## src/rtl/rsp_pkg.sv

```systemverilog
`default_nettype none

package rsp_pkg;

  // Default geometry and number format
  localparam int unsigned ImgWidthDef  = 1024;
  localparam int unsigned ImgHeightDef = 768;
  localparam int unsigned FracBitsDef  = 16;

  // Field widths
  localparam int unsigned ColW    = 10;
  localparam int unsigned RowW    = 10;
  localparam int unsigned CoordW  = 32;
  localparam int unsigned RadiusW = 31;
  localparam int unsigned ColorW  = 24;
  localparam int unsigned ChanW   = 8;
  localparam int unsigned DistW   = 31;
  localparam int unsigned CfgIdxW = 3;

  // Ray vector magnitudes stay below 2^13 for images up to 4096 pixels a side
  localparam int unsigned MagW = 13;
  localparam int unsigned SqW  = 2 * MagW;
  // Closest-approach distance never exceeds |center| < 2^32
  localparam int unsigned TcaW = 32;
  localparam int unsigned LlW  = 64;
  localparam int unsigned R2W  = 2 * RadiusW;

  localparam logic signed [CoordW-1:0] CenterXRst = -32'sd196608;
  localparam logic signed [CoordW-1:0] CenterYRst = 32'sd393216;
  localparam logic signed [CoordW-1:0] CenterZRst = -32'sd851968;
  localparam logic [RadiusW-1:0]       RadiusRst  = 31'd327680;
  localparam logic [ColorW-1:0]        HitColRst  = 24'h66664D;
  localparam logic [ColorW-1:0]        MissColRst = 24'h33B3CC;
  localparam logic [DistW-1:0]         DistMax    = {DistW{1'b1}};

  typedef enum logic [CfgIdxW-1:0] {
    CFG_CENTER_X   = 3'd0,
    CFG_CENTER_Y   = 3'd1,
    CFG_CENTER_Z   = 3'd2,
    CFG_RADIUS     = 3'd3,
    CFG_HIT_COLOR  = 3'd4,
    CFG_MISS_COLOR = 3'd5
  } rsp_cfg_e;

  typedef struct packed {
    logic [ColW-1:0] pixel_col;
    logic [RowW-1:0] pixel_row;
  } rsp_in_t;

  typedef struct packed {
    logic [ColW-1:0]  out_col;
    logic [RowW-1:0]  out_row;
    logic             hit;
    logic [DistW-1:0] distance;
    logic [ChanW-1:0] red;
    logic [ChanW-1:0] green;
    logic [ChanW-1:0] blue;
  } rsp_out_t;

endpackage

`default_nettype wire

```

## src/rtl/rsp_isqrt_pipe.sv

```systemverilog
`default_nettype none

// Digit-by-digit integer square root, one root bit per stage.
module rsp_isqrt_pipe import rsp_pkg::*; #(
  parameter int unsigned Lanes = 1,
  parameter int unsigned RootW = FracBitsDef + 1,
  parameter int unsigned SideW = 1
) (
  input  logic                             clk_i,
  input  logic                             rst_ni,
  input  logic                             en_i,
  input  logic                             valid_i,
  input  logic [Lanes-1:0][2*RootW-1:0]    x_i,
  input  logic [SideW-1:0]                 side_i,
  output logic                             valid_o,
  output logic [Lanes-1:0][RootW-1:0]      root_o,
  output logic [SideW-1:0]                 side_o
);

  localparam int unsigned XW   = 2 * RootW;
  localparam int unsigned RemW = RootW + 1;

  logic                          valid_q [RootW];
  logic [SideW-1:0]              side_q  [RootW];
  logic [Lanes-1:0][XW-1:0]      x_q     [RootW];
  logic [Lanes-1:0][RemW-1:0]    rem_q   [RootW];
  logic [Lanes-1:0][RootW-1:0]   root_q  [RootW];

  for (genvar k = 0; k < RootW; k++) begin : g_stage
    logic                        valid_s;
    logic [SideW-1:0]            side_s;
    logic [Lanes-1:0][XW-1:0]    x_s;
    logic [Lanes-1:0][RemW-1:0]  rem_s;
    logic [Lanes-1:0][RootW-1:0] root_s;
    logic [Lanes-1:0][XW-1:0]    x_d;
    logic [Lanes-1:0][RemW-1:0]  rem_d;
    logic [Lanes-1:0][RootW-1:0] root_d;

    if (k == 0) begin : g_src_in
      assign valid_s = valid_i;
      assign side_s  = side_i;
      assign x_s     = x_i;
      assign rem_s   = '0;
      assign root_s  = '0;
    end else begin : g_src_prev
      assign valid_s = valid_q[k-1];
      assign side_s  = side_q[k-1];
      assign x_s     = x_q[k-1];
      assign rem_s   = rem_q[k-1];
      assign root_s  = root_q[k-1];
    end

    for (genvar l = 0; l < Lanes; l++) begin : g_lane
      logic [RemW+1:0] cand;
      logic [RemW+1:0] trial;
      logic [RemW+1:0] diff;
      logic            ge;
      assign cand      = {rem_s[l], x_s[l][XW-1 -: 2]};
      assign trial     = {1'b0, root_s[l], 2'b01};
      assign diff      = cand - trial;
      assign ge        = cand >= trial;
      assign rem_d[l]  = ge ? diff[RemW-1:0] : cand[RemW-1:0];
      assign root_d[l] = {root_s[l][RootW-2:0], ge};
      assign x_d[l]    = {x_s[l][XW-3:0], 2'b00};
    end

    always_ff @(posedge clk_i or negedge rst_ni) begin
      if (!rst_ni) begin
        valid_q[k] <= 1'b0;
      end else if (en_i) begin
        valid_q[k] <= valid_s;
      end
    end

    always_ff @(posedge clk_i) begin
      if (en_i) begin
        side_q[k] <= side_s;
        x_q[k]    <= x_d;
        rem_q[k]  <= rem_d;
        root_q[k] <= root_d;
      end
    end
  end

  assign valid_o = valid_q[RootW-1];
  assign root_o  = root_q[RootW-1];
  assign side_o  = side_q[RootW-1];

endmodule

`default_nettype wire

```

## config.mk

```make
export PLATFORM = sky130hd
export DESIGN_NAME = rsp_isqrt_pipe
export DESIGN_NICKNAME = d
export VERILOG_FILES = /design/src/rtl/rsp_pkg.sv /design/src/rtl/rsp_isqrt_pipe.sv
export SDC_FILE = /design/constraint.sdc
export NUM_CORES = 1
export LEC_CHECK = 0
export BUFFER_PORTS_ARGS = -buffer_cell sky130_fd_sc_hd__buf_2
export CAP_MARGIN = 10
export CORE_MARGIN = 2
export CORE_UTILIZATION = 40
export CTS_BUF_LIST = sky130_fd_sc_hd__clkbuf_4
export CTS_CLUSTER_DIAMETER = 40
export DETAILED_ROUTE_END_ITERATION = 10
export PLACE_DENSITY = 0.61
export SLEW_MARGIN = 20
export SYNTH_ARGS = -nofsm -noshare
export SYNTH_HDL_FRONTEND = slang
export SYNTH_SLANG_ARGS = --single-unit
```

## constraint.sdc

```tcl
create_clock -name clk_i -period 6.85 [get_ports clk_i]
set_input_delay 1.7125 -clock clk_i [delete_from_list [all_inputs] [get_ports clk_i]]
set_output_delay 1.7125 -clock clk_i [all_outputs]
set_load 0.01 [all_outputs]
```

Yosys cells after proc, flatten, opt, wreduce, memory -nomap -nowiden
Memories as Yosys holds them, arrays and structs flattened.
Cells that the tools add are included.
{"block": "word_totals", "register_bits": 17, "ramBits": 1156, "output_inout_bits": 19, "elab_cells": 74, "mem_count": 4}
{"name": "x_q", "depth": 17, "width": 32, "read_ports": 16, "rd_ports_with_merged_regs": 0, "wr": 17, "line": "rsp_isqrt_pipe.sv:25", "text": "logic [Lanes-1:0][XW-1:0] x_q [RootW];"}
{"name": "rem_q", "depth": 17, "width": 18, "read_ports": 16, "rd_ports_with_merged_regs": 0, "wr": 17, "line": "rsp_isqrt_pipe.sv:26", "text": "logic [Lanes-1:0][RemW-1:0] rem_q [RootW];"}
{"name": "root_q", "depth": 17, "width": 17, "read_ports": 17, "rd_ports_with_merged_regs": 0, "wr": 17, "line": "rsp_isqrt_pipe.sv:27", "text": "logic [Lanes-1:0][RootW-1:0] root_q [RootW];"}
{"name": "side_q", "depth": 17, "width": 1, "read_ports": 17, "rd_ports_with_merged_regs": 0, "wr": 17, "line": "rsp_isqrt_pipe.sv:24", "text": "logic [SideW-1:0] side_q [RootW];"}
{"block": "op_classes", "add_sub_neg": 17, "order_cmp": 17, "muxes": 19}
{"op": "20-bit by 19-bit greater-or-equal comparator with 1-bit output", "count": 16}
{"op": "18-bit two-way mux", "count": 17}
{"op": "18-bit subtractor", "count": 16}
{"op": "2-bit by 1-bit subtractor with 3-bit output, second input constant", "count": 1}
{"op": "2-bit by 1-bit greater-or-equal comparator with 1-bit output, second input constant", "count": 1}
{"op": "1-bit two-way mux", "count": 2}

Depth between registers and ports, before layout
An unclocked memory read counts as a cell.
{"block": "depth", "ltp_word": 3, "ltp_mapped": 11}

Worst setup path after synthesis
No wires, ideal clock.
{"block": "synth_timing", "path_type": "register to register", "start": "memory rem_q[0][261] (netlist bit)", "end": "memory rem_q[0][280] (netlist bit), data pin", "setup_ns": 0.260, "arrival_time_ns": 2.568, "required_ns": 6.590, "path_slack_ns": 4.022, "path_stages_with_launch": 11, "n_path_buf": 3, "synth_period_minus_slack_ns": 2.828, "cell_sequence": "edfxtp_1 > ha_1 > buf_2 > a21oi_1 > o21ai_1 > a211o_1 > nor4_2 > or2_1 > buf_4 > buf_6 > mux2_2"}
{"element": "from (decl)", "line": "rsp_isqrt_pipe.sv:26"}

==> results.cfg <==
[floorplan]
io_pins = 58
row_count = 106
dieArea_um2 = 86100
die_y_um = 293
core-area_um2 = 83300
initial_core_util_pct = 40.2
die_w_um = 293

[logic_synthesis]
avgSynthCellArea_um2 = 13.4
ys.flop_type = edfxtp_1
synthesis.area_um2 = 33500
synth_warnings = 0
synth-edff-count = 710
syn-num-nets = 2707
synthArstFlopShare_pct = 2.34
ys_types = 83
ys_seq_area_share_pct = 64.9
ys_seq_elements = 727
syn_inst = 2497

[sta]
clock_skew_ns = 0.0614
hold_viol = 0
rsz0062_at_grt = no
fmax_ghz = 0.285
fin_crit_ns = 3.51
finalCritPeriodShare_pct = 51.3
final-setup-viol-count = 0
worst_pin_slew_ns = 1.04
fin_hold_ws_ns = 0.371
tns_ns = 0
drv_slew = 0
relSlewSlack_pct = 30.4

[worst_hold_path]
min_to = x_q[0][414]
hold_depth = 0
min_from = x_q[0][380]
hp-class = register to register

[global_route]
antenna_found_initial = 2
grt_pass1_wl_mm = 101
overflow = 0
grt_pass1_vias = 20000
grt_max_degree = 165
grtUsageTotal_pct = 14.6

[cells_and_area]
drive_above_1_share_pct = 16.0
layout.nets = 2925
area_growth_pct = 11.8
mostFrequentLayoutCell = edfxtp_1
final_cell_mix = edfxtp_1 (710), clkbuf_4 (259), inv_1 (212)

[cts]
hold_buffers = 0
clk_latency_ns = 1.01
cts_max_path_buffers = 3
cts_inserted_buffers = 190
clkSinkCount = 727
cts_resized = 0
clkTransAtPathRegs_ns = 0.06
post_cts_buffers = 0
cts_tree = done
htreeDepth = 4
cts_root_buf = clkbuf_4

[route]
firstDrtPassIters = 5
num_vias = 20200
wl_mm = 62.2
detail-route-antenna-nets = 0
via_per_inst = 5.15
drt_iter0_markers = 1158
wl_per_cell_um = 15.8
drc = 0

[critical_path]
required_ns = 7.58
r2r-end = rem_q[0][275]
r2r_cells = 7
critPathArrivalTime_ns = 4.25
reg2reg_slack_ns = 3.34
reg2reg_from = rem_q[0][261]
worstPathMaxFanout = 18
endpoint_kind = register
startpoint_type = register
criticalPathCategory = register to register

[power]
p_per_area_nw_per_um2 = 301
total_leakage_power_nw = 14.3
irDropWorstVdd_mv = 0.186

[job]
maxCapViolCount = 0

[placement]
dp_hpwl_mm = 43.6
io_buffers = 57
gp_congestion = 0.873

[run_status]
status = finished clean
where the power goes:
group / switching [mW] / internal [mW]
registers: 0.289 / 5.53
logic: 1.06 / 0.822
clock network: 1.71 / 1.86
synth_stat cells (13+ instances only):
library cell	instances	area [µm²]
nor2b_1	16	100
o21a_1	31	233
nor3_1	87	435
xor2_1	91	797
inv_1	212	796
nand2_1	100	375
nand2b_1	21	131
nand3_1	43	215
ha_1	171	2140
nor4_1	31	194
a211oi_1	25	188
nor2_1	167	627
edfxtp_1	710	21300
a21oi_1	153	766
o21ai_0	99	495
clkbuf_1	26	97.6
or2_2	13	81.3
nand4_1	29	181
o211ai_1	17	128
or3_1	31	194
dfrtp_1	17	425
a21o_1	27	203
mux2_2	68	766
xnor2_1	95	832
o31ai_1	24	180
kinds of logic after synthesis:
group / Yosys count / share of synthesized area [%]
xor gates and xnor gates: 186 / 4.86
other: 1 / 0.0112
DFF: 727 / 64.9
muxes: 78 / 2.59
adders and majority gates: 171 / 6.39
AOI/OAI and AO/OA: 470 / 8.98
buffers and inverters: 255 / 2.96
and+or+nand+nor: 609 / 9.31
worst max-delay path by stage:
stage                  startpoint            endpoint  slack, ns  cells after the start
global route        rem_q[0][261]       rem_q[0][275]       3.07                      7
floorplan                    en_i  g_stage[1].valid_s       4.02                      3
CTS                  side_q[2][0]              side_o       3.27                      1
detailed placement           en_i         x_q[0][125]       3.13                      2
finish              rem_q[0][261]       rem_q[0][275]       3.34                      7
global placement             en_i          x_q[0][22]       3.19                      2
registers in the layout (all words and copies together) (netlist names):
name             count
root_q             153
valid_o              1
rem_q              268
g_stage.valid_s     16
x_q                272
side_q              17
critical path, cell delays in order, from the launching register on:
cell,delay (ns)
edfxtp_1,0.38
ha_1,0.41
a21oi_1,0.27
o21ai_1,0.19
a211o_1,0.38
nor4_2,0.45
or2_1,0.74
mux2_2,0.41
stage by stage:
stage                     std cells  utilization (%)  power (mW)  area, µm²  setup WS, ns
after global routing           3925             45.0        11.9      37500          3.07
after detailed placement       3602             42.1        7.78      35100          3.13
after global placement         3602             42.1        7.73      35100          3.19
final                          3925             45.0        11.3      37500          3.34
after CTS                      3923             44.9        11.5      37400          3.27
after floorplan                2497                -        7.20      33500          4.02
routing by layer:
layer  up-vias  global-route usage (%)  routed length (µm)
li1       9926                       -                   -
met1      9747                    18.7               27900
met2       440                    23.8               29800
met3       115                    3.56                2880
met4         0                    6.09                1530
met5         -                       0                   0
layout make-up:
class	instances	area, µm²
fill	7481	45800
sequential	727	21700
multi-input combinational	1515	10800
clock buffer	259	1940
tap	1080	1350
inverter	213	800
timing repair buffer	68	440
clock inverter	62	377
antenna	1	2.50
Note: power is estimated with default switching activity, not from simulation.
